### config.mk
export PLATFORM = sky130hd
export DESIGN_NAME = qpack_status_extractor_flat
export DESIGN_NICKNAME = d
export VERILOG_FILES = /design/src/rtl/qse_pkg.sv /design/src/rtl/qse_in_if.sv /design/src/rtl/qse_out_if.sv /design/src/rtl/qpack_status_extractor.sv /design/src/flat_wrapper.sv
export SDC_FILE = /design/constraint.sdc
export NUM_CORES = 1
export LEC_CHECK = 0
export ABC_CLOCK_PERIOD_IN_PS = 6900
export BUFFER_PORTS_ARGS = -buffer_cell sky130_fd_sc_hd__buf_2
export CORE_MARGIN = 2
export CORE_UTILIZATION = 39
export CTS_CLUSTER_DIAMETER = 40
export DETAILED_ROUTE_END_ITERATION = 8
export PLACE_DENSITY = 0.59
export RECOVER_POWER = 100
export SLEW_MARGIN = 10
export SYNTH_ARGS = -nofsm -noshare
export SYNTH_HDL_FRONTEND = slang
export SYNTH_SLANG_ARGS = --single-unit
export TNS_END_PERCENT = 10
### constraint.sdc
create_clock -name clk -period 6.9 [get_ports clk]
set_input_delay 1.38 -clock clk [delete_from_list [all_inputs] [get_ports clk]]
set_output_delay 1.38 -clock clk [all_outputs]
set_load 0.05 [all_outputs]
### src/rtl/qse_pkg.sv
`default_nettype none
// ----------------------------------------------------------------------------
// qse_pkg
// Shared widths, payload constants and static-table lookups for the QPACK
// :status extractor.
// ----------------------------------------------------------------------------
package qse_pkg;

    localparam int BYTE_W   = 8;
    localparam int STATUS_W = 31;
    localparam int INT_W    = 64;
    localparam int DIGIT_W  = 32;
    localparam int STNUM_W  = 9;

    localparam logic [STATUS_W-1:0] ACCEPT_RESET = 31'd233;
    localparam logic [2:0]          NAME_LEN     = 3'd7;

    // characters of ":status" by position
    function automatic logic [BYTE_W-1:0] name_char(input logic [2:0] pos);
        logic [BYTE_W-1:0] c;
        case (pos)
            3'd0:    c = 8'h3A;
            3'd1:    c = 8'h73;
            3'd2:    c = 8'h74;
            3'd3:    c = 8'h61;
            3'd4:    c = 8'h74;
            3'd5:    c = 8'h75;
            3'd6:    c = 8'h73;
            default: c = 8'h00;
        endcase
        return c;
    endfunction

    // static table entries that carry a fixed :status value, 0 for none
    function automatic logic [STNUM_W-1:0] static_status(input logic [INT_W-1:0] idx);
        logic [STNUM_W-1:0] s;
        s = '0;
        if (idx[INT_W-1:7] == '0)
        begin
            case (idx[6:0])
                7'd24:   s = 9'd103;
                7'd25:   s = 9'd200;
                7'd26:   s = 9'd304;
                7'd27:   s = 9'd404;
                7'd28:   s = 9'd503;
                7'd63:   s = 9'd100;
                7'd64:   s = 9'd204;
                7'd65:   s = 9'd206;
                7'd66:   s = 9'd302;
                7'd67:   s = 9'd400;
                7'd68:   s = 9'd403;
                7'd69:   s = 9'd421;
                7'd70:   s = 9'd425;
                7'd71:   s = 9'd500;
                default: s = '0;
            endcase
        end
        return s;
    endfunction

    // every :status entry has a nonzero value, so the name test follows
    function automatic logic name_is_status(input logic [INT_W-1:0] idx);
        return static_status(idx) != '0;
    endfunction

endpackage
`default_nettype wire

### src/rtl/qse_in_if.sv
`default_nettype none
// ----------------------------------------------------------------------------
// qse_in_if
// Field-section byte channel: one byte per beat, last marks the final byte.
// ----------------------------------------------------------------------------
interface qse_in_if;
    logic                       valid;
    logic                       ready;
    logic [qse_pkg::BYTE_W-1:0] data_byte;
    logic                       last;

    modport source (output valid, output data_byte, output last, input ready);
    modport sink   (input valid, input data_byte, input last, output ready);
endinterface
`default_nettype wire

### src/rtl/qse_out_if.sv
`default_nettype none
// ----------------------------------------------------------------------------
// qse_out_if
// Status report channel: one beat per field section.
// ----------------------------------------------------------------------------
interface qse_out_if;
    logic                         valid;
    logic                         ready;
    logic                         status_found;
    logic [qse_pkg::STATUS_W-1:0] status_value;
    logic                         accepted;

    modport source (output valid, output status_found, output status_value,
                    output accepted, input ready);
    modport sink   (input valid, input status_found, input status_value,
                    input accepted, output ready);
endinterface
`default_nettype wire

### src/rtl/qpack_status_extractor.sv
`default_nettype none
// ----------------------------------------------------------------------------
// qpack_status_extractor
// Parses a QPACK field section byte by byte and reports the :status value
// on the last byte of the section.
//
//   channel   | dir | payload                                | beats
//   ----------+-----+----------------------------------------+-----------------
//   section   | in  | data_byte[7:0], last                   | one per byte
//   report    | out | status_found, status_value[30:0], acc. | one per section
//   cfg       | in  | cfg_wr_en, cfg_wr_data[30:0]           | accept_status
//
// One byte per cycle; each byte is decoded combinationally into the next values of the parse
// registers (prefix integers, up to two Huffman digits, digit accumulator).
// The report beat appears the cycle after the last byte is taken.
// Input stalls only while a report beat is held and report.ready is low.
// Reset clears the parse state; accept_status resets to 233.
// ----------------------------------------------------------------------------
module qpack_status_extractor #(
    parameter int LENGTH_BITS = 32
) (
    input  wire                           clk,
    input  wire                           rst_n,
    qse_in_if.sink                        section,
    qse_out_if.source                     report,
    input  wire                           cfg_wr_en,
    input  wire [qse_pkg::STATUS_W-1:0]   cfg_wr_data
);
    import qse_pkg::*;

    typedef enum logic [3:0] {
        PH_RIC_FIRST,
        PH_RIC_CONT,
        PH_BASE_FIRST,
        PH_BASE_CONT,
        PH_LINE,
        PH_IDX_CONT,
        PH_NREF_CONT,
        PH_VLEN_FIRST,
        PH_VLEN_CONT,
        PH_VAL_BODY,
        PH_NLEN_CONT,
        PH_NAME_BODY
    } phase_t;

    localparam logic [INT_W-1:0] LEN_MAX = (LENGTH_BITS >= INT_W) ? {INT_W{1'b1}} :
        ((64'd1 << LENGTH_BITS) - 64'd1);

    phase_t                 phase_reg, phase_next;
    logic [INT_W-1:0]       acc_reg, acc_next;
    logic [6:0]             shift_reg, shift_next;
    logic [LENGTH_BITS-1:0] left_reg, left_next;
    logic                   huff_reg, huff_next;
    logic [3:0]             bits_reg, bits_next;
    logic [2:0]             cnt_reg, cnt_next;
    logic [DIGIT_W-1:0]     digit_reg, digit_next;
    logic                   dvalid_reg, dvalid_next;
    logic [2:0]             pos_reg, pos_next;
    logic                   match_reg, match_next;
    logic                   sref_reg, sref_next;
    logic [STATUS_W-1:0]    status_reg, status_next;
    logic                   found_reg, found_next;
    logic                   halted_reg, halted_next;
    logic [STATUS_W-1:0]    accept_reg;

    logic                   out_valid_reg;
    logic                   out_found_reg;
    logic [STATUS_W-1:0]    out_value_reg;
    logic                   out_acc_reg;

    logic                   take;
    logic [BYTE_W-1:0]      b;

    // integer step
    logic [INT_W-1:0]       int_val;
    logic                   int_go;
    phase_t                 int_tgt;
    logic [STNUM_W-1:0]     st_val;

    // Huffman two-digit lookahead
    logic [11:0]            hbuf, hbuf1, hbuf2, mask1, mask2;
    logic [3:0]             hc, c1, c2;
    logic [4:0]             v1, v2;
    logic                   full1, full2;
    logic [DIGIT_W-1:0]     dig1, dig2, dig_plain;

    // body control
    logic [LENGTH_BITS-1:0] bl;
    logic                   last_str, need2, end_ok;

    assign section.ready = !out_valid_reg || report.ready;
    assign take          = section.valid && section.ready;
    assign b             = section.data_byte;

    assign report.valid        = out_valid_reg;
    assign report.status_found = out_found_reg;
    assign report.status_value = out_value_reg;
    assign report.accepted     = out_acc_reg;

    assign st_val = static_status(int_val);

    always_comb
    begin
        hbuf  = {bits_reg, b};
        hc    = {1'b0, cnt_reg} + 4'd8;
        c1    = hc - 4'd5;
        v1    = 5'(hbuf >> (hc - 4'd5));
        mask1 = (12'd1 << c1) - 12'd1;
        hbuf1 = hbuf & mask1;
        c2    = c1 - 4'd5;
        v2    = 5'(hbuf1 >> c2);
        mask2 = (12'd1 << c2) - 12'd1;
        hbuf2 = hbuf1 & mask2;
        full1 = (hbuf1 == mask1);
        full2 = (hbuf2 == mask2);
        dig1  = (digit_reg << 3) + (digit_reg << 1) + DIGIT_W'(v1);
        dig2  = (dig1 << 3) + (dig1 << 1) + DIGIT_W'(v2);
        dig_plain = (digit_reg << 3) + (digit_reg << 1) + DIGIT_W'(b[3:0]);
    end

    always_comb
    begin
        phase_next  = phase_reg;
        acc_next    = acc_reg;
        shift_next  = shift_reg;
        left_next   = left_reg;
        huff_next   = huff_reg;
        bits_next   = bits_reg;
        cnt_next    = cnt_reg;
        digit_next  = digit_reg;
        dvalid_next = dvalid_reg;
        pos_next    = pos_reg;
        match_next  = match_reg;
        sref_next   = sref_reg;
        status_next = status_reg;
        found_next  = found_reg;
        halted_next = halted_reg;
        int_val     = '0;
        int_go      = 1'b0;
        int_tgt     = phase_reg;
        bl          = left_reg - LENGTH_BITS'(1);
        last_str    = (bl == '0);
        need2       = 1'b0;
        end_ok      = 1'b0;

        if (take && !halted_reg)
        begin
            case (phase_reg)
                PH_RIC_FIRST:
                begin
                    int_val    = INT_W'(b);
                    int_go     = (b != 8'hFF);
                    int_tgt    = PH_RIC_CONT;
                    phase_next = PH_RIC_CONT;
                    shift_next = '0;
                    acc_next   = int_val;
                end
                PH_BASE_FIRST:
                begin
                    int_val    = INT_W'(b[6:0]);
                    int_go     = (b[6:0] != 7'h7F);
                    int_tgt    = PH_BASE_CONT;
                    phase_next = PH_BASE_CONT;
                    shift_next = '0;
                    acc_next   = int_val;
                end
                PH_LINE:
                begin
                    shift_next = '0;
                    if (b[7])
                    begin
                        sref_next  = b[6];
                        int_val    = INT_W'(b[5:0]);
                        int_go     = (b[5:0] != 6'h3F);
                        int_tgt    = PH_IDX_CONT;
                        phase_next = PH_IDX_CONT;
                        acc_next   = int_val;
                    end
                    else if (b[6])
                    begin
                        sref_next  = b[4];
                        int_val    = INT_W'(b[3:0]);
                        int_go     = (b[3:0] != 4'hF);
                        int_tgt    = PH_NREF_CONT;
                        phase_next = PH_NREF_CONT;
                        acc_next   = int_val;
                    end
                    else if (b[5])
                    begin
                        huff_next  = b[3];
                        int_val    = INT_W'(b[2:0]);
                        int_go     = (b[2:0] != 3'h7);
                        int_tgt    = PH_NLEN_CONT;
                        phase_next = PH_NLEN_CONT;
                        acc_next   = int_val;
                    end
                    else
                    begin
                        // post-base or dynamic line
                        halted_next = 1'b1;
                    end
                end
                PH_VLEN_FIRST:
                begin
                    huff_next  = b[7];
                    int_val    = INT_W'(b[6:0]);
                    int_go     = (b[6:0] != 7'h7F);
                    int_tgt    = PH_VLEN_CONT;
                    phase_next = PH_VLEN_CONT;
                    shift_next = '0;
                    acc_next   = int_val;
                end
                PH_RIC_CONT, PH_BASE_CONT, PH_IDX_CONT,
                PH_NREF_CONT, PH_VLEN_CONT, PH_NLEN_CONT:
                begin
                    int_val    = acc_reg + (INT_W'(b[6:0]) << shift_reg[5:0]);
                    acc_next   = int_val;
                    shift_next = shift_reg + 7'd7;
                    if (!b[7])
                    begin
                        int_go = 1'b1;
                    end
                    else if (shift_next > 7'd63)
                    begin
                        halted_next = 1'b1;
                    end
                end
                PH_VAL_BODY, PH_NAME_BODY:
                begin
                    left_next = bl;
                    if (!huff_reg)
                    begin
                        if (phase_reg == PH_VAL_BODY)
                        begin
                            if (b >= 8'h30 && b <= 8'h39)
                            begin
                                digit_next  = dig_plain;
                                dvalid_next = 1'b1;
                            end
                            else
                            begin
                                match_next = 1'b0;
                            end
                        end
                        else if (pos_reg < NAME_LEN && b == name_char(pos_reg))
                        begin
                            pos_next = pos_reg + 3'd1;
                        end
                        else
                        begin
                            match_next = 1'b0;
                        end
                        end_ok = last_str;
                    end
                    else
                    begin
                        // second code: more bytes follow, or end padding is not all ones
                        need2 = (c1 >= 4'd5) && (!last_str || !full1);
                        if (v1 > 5'd9 || (need2 && v2 > 5'd9))
                        begin
                            halted_next = 1'b1;
                        end
                        else if (last_str && !need2 && !full1)
                        begin
                            halted_next = 1'b1;
                        end
                        else if (last_str && need2 && !full2)
                        begin
                            halted_next = 1'b1;
                        end
                        else
                        begin
                            if (phase_reg == PH_VAL_BODY)
                            begin
                                digit_next  = need2 ? dig2 : dig1;
                                dvalid_next = 1'b1;
                            end
                            else
                            begin
                                match_next = 1'b0;
                            end
                            bits_next = need2 ? hbuf2[3:0] : hbuf1[3:0];
                            cnt_next  = need2 ? c2[2:0] : c1[2:0];
                            end_ok    = last_str;
                        end
                    end
                    if (end_ok)
                    begin
                        if (phase_reg == PH_NAME_BODY)
                        begin
                            match_next = match_next && (pos_next == NAME_LEN);
                            phase_next = PH_VLEN_FIRST;
                        end
                        else
                        begin
                            if (match_next && dvalid_next)
                            begin
                                status_next = digit_next[STATUS_W-1:0];
                                found_next  = 1'b1;
                            end
                            phase_next = PH_LINE;
                        end
                    end
                end
                default:
                begin
                    halted_next = 1'b1;
                end
            endcase

            if (int_go)
            begin
                case (int_tgt)
                    PH_RIC_CONT:
                    begin
                        phase_next = PH_BASE_FIRST;
                    end
                    PH_BASE_CONT:
                    begin
                        phase_next = PH_LINE;
                    end
                    PH_IDX_CONT:
                    begin
                        if (sref_next && st_val != '0)
                        begin
                            status_next = STATUS_W'(st_val);
                            found_next  = 1'b1;
                        end
                        phase_next = PH_LINE;
                    end
                    PH_NREF_CONT:
                    begin
                        match_next = sref_next && name_is_status(int_val);
                        phase_next = PH_VLEN_FIRST;
                    end
                    default:
                    begin
                        // string length: value or literal name
                        if (int_val > LEN_MAX)
                        begin
                            halted_next = 1'b1;
                        end
                        else
                        begin
                            left_next = int_val[LENGTH_BITS-1:0];
                            bits_next = '0;
                            cnt_next  = '0;
                            if (int_tgt == PH_VLEN_CONT)
                            begin
                                digit_next  = '0;
                                dvalid_next = 1'b0;
                                phase_next  = (int_val == '0) ? PH_LINE : PH_VAL_BODY;
                            end
                            else
                            begin
                                pos_next   = '0;
                                match_next = (int_val != '0);
                                phase_next = (int_val == '0) ? PH_VLEN_FIRST : PH_NAME_BODY;
                            end
                        end
                    end
                endcase
            end
        end
    end

    always_ff @(posedge clk or negedge rst_n)
    begin
        if (!rst_n)
        begin
            phase_reg     <= PH_RIC_FIRST;
            acc_reg       <= '0;
            shift_reg     <= '0;
            left_reg      <= '0;
            huff_reg      <= 1'b0;
            bits_reg      <= '0;
            cnt_reg       <= '0;
            digit_reg     <= '0;
            dvalid_reg    <= 1'b0;
            pos_reg       <= '0;
            match_reg     <= 1'b0;
            sref_reg      <= 1'b0;
            status_reg    <= '0;
            found_reg     <= 1'b0;
            halted_reg    <= 1'b0;
            accept_reg    <= ACCEPT_RESET;
            out_valid_reg <= 1'b0;
            out_found_reg <= 1'b0;
            out_value_reg <= '0;
            out_acc_reg   <= 1'b0;
        end
        else
        begin
            if (cfg_wr_en)
            begin
                accept_reg <= cfg_wr_data;
            end

            if (report.ready)
            begin
                out_valid_reg <= 1'b0;
            end

            if (take && section.last)
            begin
                out_valid_reg <= 1'b1;
                out_found_reg <= found_next;
                out_value_reg <= found_next ? status_next : '0;
                out_acc_reg   <= found_next && (status_next == accept_reg);
                // section done: parse state back to start
                phase_reg  <= PH_RIC_FIRST;
                acc_reg    <= '0;
                shift_reg  <= '0;
                left_reg   <= '0;
                huff_reg   <= 1'b0;
                bits_reg   <= '0;
                cnt_reg    <= '0;
                digit_reg  <= '0;
                dvalid_reg <= 1'b0;
                pos_reg    <= '0;
                match_reg  <= 1'b0;
                sref_reg   <= 1'b0;
                status_reg <= '0;
                found_reg  <= 1'b0;
                halted_reg <= 1'b0;
            end
            else
            begin
                phase_reg  <= phase_next;
                acc_reg    <= acc_next;
                shift_reg  <= shift_next;
                left_reg   <= left_next;
                huff_reg   <= huff_next;
                bits_reg   <= bits_next;
                cnt_reg    <= cnt_next;
                digit_reg  <= digit_next;
                dvalid_reg <= dvalid_next;
                pos_reg    <= pos_next;
                match_reg  <= match_next;
                sref_reg   <= sref_next;
                status_reg <= status_next;
                found_reg  <= found_next;
                halted_reg <= halted_next;
            end
        end
    end

    a_acc_needs_found: assert property (@(posedge clk) disable iff (!rst_n)
        report.valid |-> (!report.accepted || report.status_found))
        else $error("accepted without a found status");

    a_none_is_zero: assert property (@(posedge clk) disable iff (!rst_n)
        (report.valid && !report.status_found) |-> (report.status_value == '0))
        else $error("status value nonzero with no status found");

    a_last_reports: assert property (@(posedge clk) disable iff (!rst_n)
        (take && section.last) |=> (report.valid && phase_reg == PH_RIC_FIRST))
        else $error("last beat did not produce a report");

    a_halt_sticks: assert property (@(posedge clk) disable iff (!rst_n)
        (halted_reg && !(take && section.last)) |=> halted_reg)
        else $error("halt released before end of section");

endmodule
`default_nettype wire
### src/flat_wrapper.sv
// flat-port wrapper written by rule: the top's interface ports become plain ports
module qpack_status_extractor_flat import qse_pkg::*;
#(
    parameter int LENGTH_BITS = 32
)
  (clk, rst_n, cfg_wr_en, cfg_wr_data, section_valid, section_data_byte, section_last, section_ready, report_valid, report_status_found, report_status_value, report_accepted, report_ready);
  qse_in_if section_i ();
  qse_out_if report_i ();
  input  wire clk;
  input  wire rst_n;
  input  wire cfg_wr_en;
  input  wire [qse_pkg::STATUS_W-1:0] cfg_wr_data;
  input wire logic [$bits(section_i.valid)-1:0] section_valid;
  input wire logic [$bits(section_i.data_byte)-1:0] section_data_byte;
  input wire logic [$bits(section_i.last)-1:0] section_last;
  output wire logic [$bits(section_i.ready)-1:0] section_ready;
  output wire logic [$bits(report_i.valid)-1:0] report_valid;
  output wire logic [$bits(report_i.status_found)-1:0] report_status_found;
  output wire logic [$bits(report_i.status_value)-1:0] report_status_value;
  output wire logic [$bits(report_i.accepted)-1:0] report_accepted;
  input wire logic [$bits(report_i.ready)-1:0] report_ready;
  assign section_i.valid = section_valid;
  assign section_i.data_byte = section_data_byte;
  assign section_i.last = section_last;
  assign section_ready = section_i.ready;
  assign report_valid = report_i.valid;
  assign report_status_found = report_i.status_found;
  assign report_status_value = report_i.status_value;
  assign report_accepted = report_i.accepted;
  assign report_i.ready = report_ready;
  qpack_status_extractor #(.LENGTH_BITS(LENGTH_BITS)) u_core (.clk(clk), .rst_n(rst_n), .section(section_i), .report(report_i), .cfg_wr_en(cfg_wr_en), .cfg_wr_data(cfg_wr_data));
endmodule
==> metrics.md, run 1 <==
| Metric | Value |
|---|---|
| Top_reg_cell synth | dfrtp_1 |
| Max VDD drop | around 0.17 mV |
| Worst Path Required | between 7 and 8 ns |
| HPWL Detailed | just under 90000 um |
| Status | finished, violations left |
| Fin. Hold Viols | 0 |
| Failing checks | capacitance limit, slew limit |
| Vias in the first global route | around 30000 |
| Tightest Pin Transition | between 5 and 6 ns |
| Number of I/O pins | 80 |
| Routed WL per cell | between 20 and 25 um |
| Post-synthesis register bit count | between 200 and 250 |
| Worst EP arrival | 7.41 ns |
| Routed Antenna Nets | 0 |
| Number of flops mapped to enable cells by yosys | 0 |
| N_diodes | 0 |
| Worst-Skew Late Latency | 0.61 ns |
| Most used routing layer | met2 |
| Share of the synthesized area in the top cell type | 0.226 |
| Clk_skew | a little over 0.04 ns |
| Synthesized instance count | 3595 |
| Via count | approximately 32000 |
| Critical Setup Path Class | input pin to flop |
| Die height | approximately 270 um |
| Root Buffer | clkbuf_16 |
| First DRT Iteration DRCs | 3406 |
| CP max FO | 6 |
| CTS tree | yes |
| Setup crit start | section_data_byte[1] |
| RSZ-0062 raised after global routing | true |
| Met3 Track Usage GR | 0.0405 |
| Worst Min Path Start | u_core.report.status_value[28]$_DFFE_PN0P_ |
| Congestion Overflow GR | 0 |
| Hold WS | 0.481 ns |
| Largest net degree at the start of global routing | between 100 and 150 |
| Met1 Use GR | 0.436 |
| Pint | around 4.1 mW |
| Dpl ws | -1.00 ns |
| CTS H-tree depth | 2 |
| FILL cells | 6605 |
| Worst Hold Class | flop to flop |
| Switching Fraction | 0.404 |
| Area grow syn2layout | 36.1% |
| Most frequent cells in the layout | buf_4 (781), nor2_1 (394), nand2_1 (359) |
| Critical-path top delay cell | o41ai_4 |
| Yosys warns | 0 |
| Num rows | 96 |
| Met2 Track Usage GR | 0.492 |
| Final period util | 0.998 |
| Final setup fails | 0 |
| Slew headroom | -2.38 |
| GRT Total Usage | 0.309 |
| Number of library cell types mapped by synthesis | around 120 |
| Placer Congestion | 0.997 |
| Die Wd | 267 um |
| CTS Buf Count | 45 |
| Yosys top cell by area | dfrtp_1 |
| Synthesized net count | about 3800 |
| Cell area after synthesis | ~27000 sq um |
| Drt via density | ~6 |
| Final wirelength | 114000 um |
| P_sw | 2.81 mW |
| Clock transition at path regs | around 0.060 ns |
| Critical path buffers and inverters | 11 |
| Tmin final | between 6 and 7 ns |
| Leakage | 16.2 nW |
| Die area | approximately 71000 sq um |
| Synth area leaders | dfrtp_1 (23%), ha_1 (8.2%), nor2_1 (5.8%), o21ai_0 (5.3%), a21oi_1 (5.2%) |
| Seq pwr share | 0.242 |
| PortBufs | a little under 80 |
| Commonest non-fill, non-tap cell in the layout | buf_4 |
| Share of power burned in the clock network | 0.330 |
| Final #Nets | around 4500 |
| Fin util | 0.536 |
| Worst path most repeated cell | buf_4 |
| Seq/Total Area, Yosys | 0.231 |
| CTS Buffer Depth | 3 |
| First-pass GRT wire length | between 150000 and 200000 um |
| Gate power share | 0.428 |
| Critical Path Max Stage Delay | about 0.54 ns |
| Clock Sinks | approximately 250 |
| Achievable Freq | 0.145 GHz |
| Post-synthesis area per instance | ~7.5 sq um |
| Drt pass-1 iters | 6 |
| Max cap viols | 4 |
| Max Transition Viols Final | 245 |
| CP delay by family, top | compound AO/OA/AOI/OAI gates |
| Crit end category | flop |
| Final setup margin | around 0.010 ns |
| Number of remaining DRC errors | 0 |
| Starting density of the core | 0.394 |
| Initial antenna violation count | 1 |
| Layout cells sized above 1 | 0.284 |
| Max reg flops | between 60 and 70 |
| FFs w/ async S/R, synth | 1.00 |
| Crit start category | input pin |
| Pwr dens | approximately 190 nW/um^2 |
| Core area | a little under 70000 sq um |
| FF-to-FF Start | u_core.cnt_reg[0]$_DFFE_PN0P_ |
## metal layers
metal	vias up	share of wire
li1	14900	-
met1	15400	0.45
met2	1270	0.45
met3	204	0.072
met4	2	0.031
met5	-	0.00011
## worst paths after layout
check	slack (ns)	end	depth (start not counted)
worst max register to register	0.13	u_core.report.accepted$_DFFE_PN0P_	31
worst min-delay path	0.48	u_core.report.status_value[28]$_DFFE_PN0P_	2
min in group asynchronous	2.64	u_core.acc_reg[55]$_DFFE_PN0P_	1
worst min register to register	0.48	u_core.report.status_value[28]$_DFFE_PN0P_	2
worst max-delay path	0.01	u_core.report.accepted$_DFFE_PN0P_	31
max in group asynchronous	1.12	u_core.huff_reg$_DFFE_PN0P_	2
## cell usage after synthesis (35+ instances only)
cell / instances
nor2_1: 414
nand2_1: 362
o21ai_0: 287
a21oi_1: 283
dfrtp_1: 244
clkbuf_1: 182
ha_1: 176
nor3_1: 108
nand3_1: 107
inv_1: 98
xnor2_1: 92
nand4_1: 64
a22oi_1: 60
xor2_1: 58
a21o_1: 52
a211oi_1: 51
o211ai_1: 50
nor4_1: 47
a22o_1: 41
a31oi_1: 38
and2_1: 36
mux2i_1: 36
nand2b_1: 35
o31ai_1: 35
## worst register-to-register path: cells and delay by family (launching register included)
kind / cells / cell delay (ns)
AO/OA/AOI/OAI: 12 / 2.34
XOR/XNOR: 2 / 0.47
adder cells (fa/ha/maj): 5 / 1.36
buffers and inverters: 5 / 0.57
flip-flops: 1 / 0.33
multiplexers: 2 / 0.72
AND/OR/NAND/NOR: 5 / 0.92
## cell type report
| cell class | count | area (sq um) | area share |
|---|---|---|---|
| tap | 931 | 1160 | 0.0317 |
| sequential | 249 | 6240 | 0.170 |
| clock buffer | 53 | 1200 | 0.0325 |
| multi-input combinational | 3024 | 20700 | 0.564 |
| clock inverter | 30 | 345 | 0.00940 |
| inverter | 103 | 389 | 0.0106 |
| timing repair buffer | 891 | 6700 | 0.182 |
## cell families (layout without fill, tap and decap cells)
| family | count (synthesis) | after routing | share of synthesized area |
|---|---|---|---|
| buffers and inverters | 322 | 1077 | 0.0467 |
| muxes | 73 | 73 | 0.0322 |
| adders and majority gates | 182 | 182 | 0.0860 |
| AOI/OAI and AO/OA | 1214 | 1214 | 0.300 |
| xor gates and xnor gates | 150 | 150 | 0.0486 |
| and+or+nand+nor | 1405 | 1405 | 0.255 |
| DFF | 249 | 249 | 0.231 |
## through the flow
| stage | setup TNS, ns | instance area [sq um] | instances | power (mW) |
|---|---|---|---|---|
| after detailed placement | -76.08 | 33800 | 5159 | 4.48 |
| final | 0 | 36800 | 5281 | 6.95 |
| after CTS | 0 | 35700 | 5251 | 6.82 |
| after global routing | -0.370 | 36800 | 5281 | 7.28 |
| after global placement | -73.84 | 33800 | 5159 | 4.48 |
| after floorplan | 0 | 27100 | 3595 | 3.24 |
## power groups by stage
stage                     logic, mW  clock network (mW)  registers (mW)
final                          2.98                2.30            1.68
after global routing           3.20                2.40            1.69
after CTS                      2.81                2.33            1.67
after detailed placement       2.79                   0            1.69
after global placement         2.79                   0            1.69
after floorplan                1.63                   0            1.60
## timing repair
| item | CTS | global route |
|---|---|---|
| resized for setup | 63 | 196 |
| pin swaps | 21 | 81 |
| endpoints found under the setup margin | 74 | 87 |
| gates cloned | 0 | 2 |
| hold buffers | 0 | 0 |
| setup buffers | 9 | 28 |
Note: power is estimated with default switching activity, not from simulation.
==> run 2, diff against run 1 <==
--- a/config.mk
+++ b/config.mk
@@ -13,6 +13,7 @@
 export DETAILED_ROUTE_END_ITERATION = 8
 export PLACE_DENSITY = 0.59
 export RECOVER_POWER = 100
+export SETUP_SLACK_MARGIN = 0.4
 export SLEW_MARGIN = 10
 export SYNTH_ARGS = -nofsm -noshare
 export SYNTH_HDL_FRONTEND = slang
==> metrics.md, run 2 (same netlist as run 1, synthesis figures left out) <==
| Metric | Value |
|---|---|
| Pwr dens | 204 nW/um^2 (+7.7%) |
| Crit end category | flop |
| Final period util | 1.01 (+0.0142) |
| Via count | 31900 (+0.50%) |
| First DRT Iteration DRCs | 3316 (-2.6%) |
| Setup TNS | -0.0876 ns (-0.0876 ns) |
| Worst Path Required | 7.45 ns (+0.03 ns) |
| Critical-path top delay cell | mux4_2 |
| Gate power share | 0.392 (-0.036) |
| Layout cells sized above 1 | 0.284 (+0.000564) |
| Tmin final | 6.99 ns (+0.0981 ns) |
| Clock transition at path regs | 0.06 ns (about the same) |
| Max Transition Viols Final | 265 (+8.2%) |
| Crit start category | input pin |
| PortBufs | 79 (unchanged) |
| P_sw | 2.90 mW (+3.1%) |
| Design Area, Final | 37100 sq um (+0.88%) |
| Leakage | 16.3 nW (+0.60%) |
| CTS Buf Count | 56 (+24%) |
| Worst Hold Class | flop to flop |
| FF-to-FF Start | u_core.digit_reg[0]$_DFFE_PN0P_ |
| Switching Fraction | 0.383 (-0.0206) |
| Hold WS | 0.480 ns (-0.00167 ns) |
| Die area | 71400 sq um (unchanged) |
| Drt pass-1 iters | 6 (unchanged) |
| Share of power burned in the clock network | 0.386 (+0.056) |
| Achievable Freq | 0.143 GHz (-1.4%) |
| CP max FO | 4 (-2) |
| Final cell count without fillers | 5298 (+0.32%) |
| RSZ-0062 raised after global routing | true |
| Clock Sinks | 249 (unchanged) |
| Final setup fails | 1 (+1) |
| GRT Total Usage | 0.315 (+0.00545) |
| Max reg flops | 64 (unchanged) |
| Critical Setup Path Class | input pin to flop |
| Area grow syn2layout | 37.3% |
| First-pass GRT wire length | 177000 um (+1.6%) |
| CTS tree | yes |
| Final setup margin | -0.0876 ns (-0.0981 ns) |
| Critical Path Max Stage Delay | 0.46 ns (-0.08 ns) |
| Failing checks | capacitance limit, slew limit, setup timing |
| Fin. Hold Viols | 0 (unchanged) |
| Final #Nets | 4547 (+0.13%) |
| Worst EP arrival | 7.54 ns (+0.13 ns) |
| Worst-Skew Late Latency | 0.65 ns (+0.04 ns) |
| FILL cells | 6506 (-1.5%) |
| Starting density of the core | 0.394 (unchanged) |
| Max VDD drop | 0.206 mV (+19%) |
| Seq pwr share | 0.222 (-0.020) |
| Status | finished, violations left |
| Clk_skew | 0.0451 ns (+0.00393 ns) |
| Placer Congestion | 0.999 (+0.15%) |
| Drt via density | 6.03 (+0.17%) |
| Max cap viols | 4 (unchanged) |
| Slew headroom | -2.40 (-0.0209) |
| CTS Buffer Depth | 3 (unchanged) |
| Placed Cells | 5168 (+0.17%) |
| Number of I/O pins | 80 (unchanged) |
| Congestion Overflow GR | 0 (unchanged) |
| Largest net degree at the start of global routing | 156 (+31%) |
| Tightest Pin Transition | 5.11 ns (+0.0314 ns) |
| Vias in the first global route | 30100 (+0.74%) |
| Routed WL per cell | 21.8 um (+0.68%) |
| Pint | 4.66 mW (+12%) |
| Num rows | 96 (unchanged) |
| Worst Min Path Start | u_core.report.status_found$_DFFE_PN0P_ |
| CTS H-tree depth | 2 (unchanged) |
| Placed Area | 33900 sq um (+0.32%) |
| Routed Antenna Nets | 0 (unchanged) |
| Die Wd | 267 um (unchanged) |
| FF-to-FF setup slack | -0.01 ns (-0.14 ns) |
| Initial antenna violation count | 1 (unchanged) |
| Commonest non-fill, non-tap cell in the layout | buf_4 |
| Setup crit start | section_data_byte[3] |
| Core area | 68600 sq um (unchanged) |
| Number of remaining DRC errors | 0 (unchanged) |
| Most frequent cells in the layout | buf_4 (781), nor2_1 (398), nand2_1 (356) |
| Final wirelength | 115000 um (+1.0%) |
| HPWL Detailed | 88500 um (+0.15%) |
| Root Buffer | clkbuf_16 |
| Worst path most repeated cell | buf_6 |
| Die height | 267 um (unchanged) |
## run 2: cell count changes in the layout (fill, tap and decap cells not counted), sizes merged
cell / delta
clkinvlp: -3
dlymetal6s4s: +1
diode: +1
bufinv: +5
buf: -6
clkbuf: +14
inv: -8
clkinv: +13
## run 2: power groups by stage
stage	Clock (mW)	Sequential [mW]	Combinational, mW
final	2.92	1.67	2.96
after global placement	0	1.68	2.84
after CTS	2.95	1.66	2.89
after detailed placement	0	1.68	2.84
after global routing	3.02	1.68	3.19
after floorplan	0	1.60	1.64
## run 2: timing repair
| action | in CTS | in global routing |
|---|---|---|
| setup endpoints to repair | 97 | 134 |
| setup buffers | 9 | 16 |
| pin swaps | 36 | 67 |
| hold buffers | 0 | 0 |
| resized for setup | 83 | 126 |
## run 2: final cells by class
class	count	area [sq um]	area share
flip-flops and latches	249	6240	0.168
inverters	103	387	0.0104
well taps	931	1160	0.0314
repair buffers	886	6570	0.177
multi-input cells	3024	20700	0.557
clock buffers	67	1510	0.0408
clock inverters	37	556	0.0150
diodes	1	2.50	0.0000675
## run 2: per-stage QoR
step                utilization  power, mW  worst slack [ns]
floorplan                     -       3.25             0.101
global placement          0.494       4.52            -0.881
detailed placement        0.494       4.53            -0.918
CTS                       0.531       7.50            0.0978
global route              0.541       7.89            -0.252
finish                    0.541       7.55           -0.0876
## run 2: final timing paths
check / end / depth (start not counted)
hold reg to reg: u_core.report.status_found$_DFFE_PN0P_ / 2
setup / recovery: u_core.report.accepted$_DFFE_PN0P_ / 32
min in group asynchronous: u_core.acc_reg[62]$_DFFE_PN0P_ / 1
max in group asynchronous: u_core.huff_reg$_DFFE_PN0P_ / 1
hold / removal: u_core.report.status_found$_DFFE_PN0P_ / 2
setup reg to reg: u_core.report.accepted$_DFFE_PN0P_ / 29
## run 2: worst max-delay path, delay by kind of cell
| kind | cells | cell delay (ns) |
|---|---|---|
| buffers and inverters | 7 | 0.84 |
| adders and majority gates | 3 | 0.76 |
| AOI/OAI and AO/OA | 11 | 2.12 |
| muxes | 1 | 0.46 |
| xor gates and xnor gates | 2 | 0.42 |
| and+or+nand+nor | 8 | 1.52 |
## run 2: routing by layer
metal  up-vias  global-route usage  share of wire  routed length [um]
li1      14900                   -              -                   -
met1     15300               0.447           0.44               51100
met2      1406               0.490           0.44               51100
met3       220              0.0538          0.085                9840
met4         0              0.0870          0.029                3350
met5         -                   0              0                   0
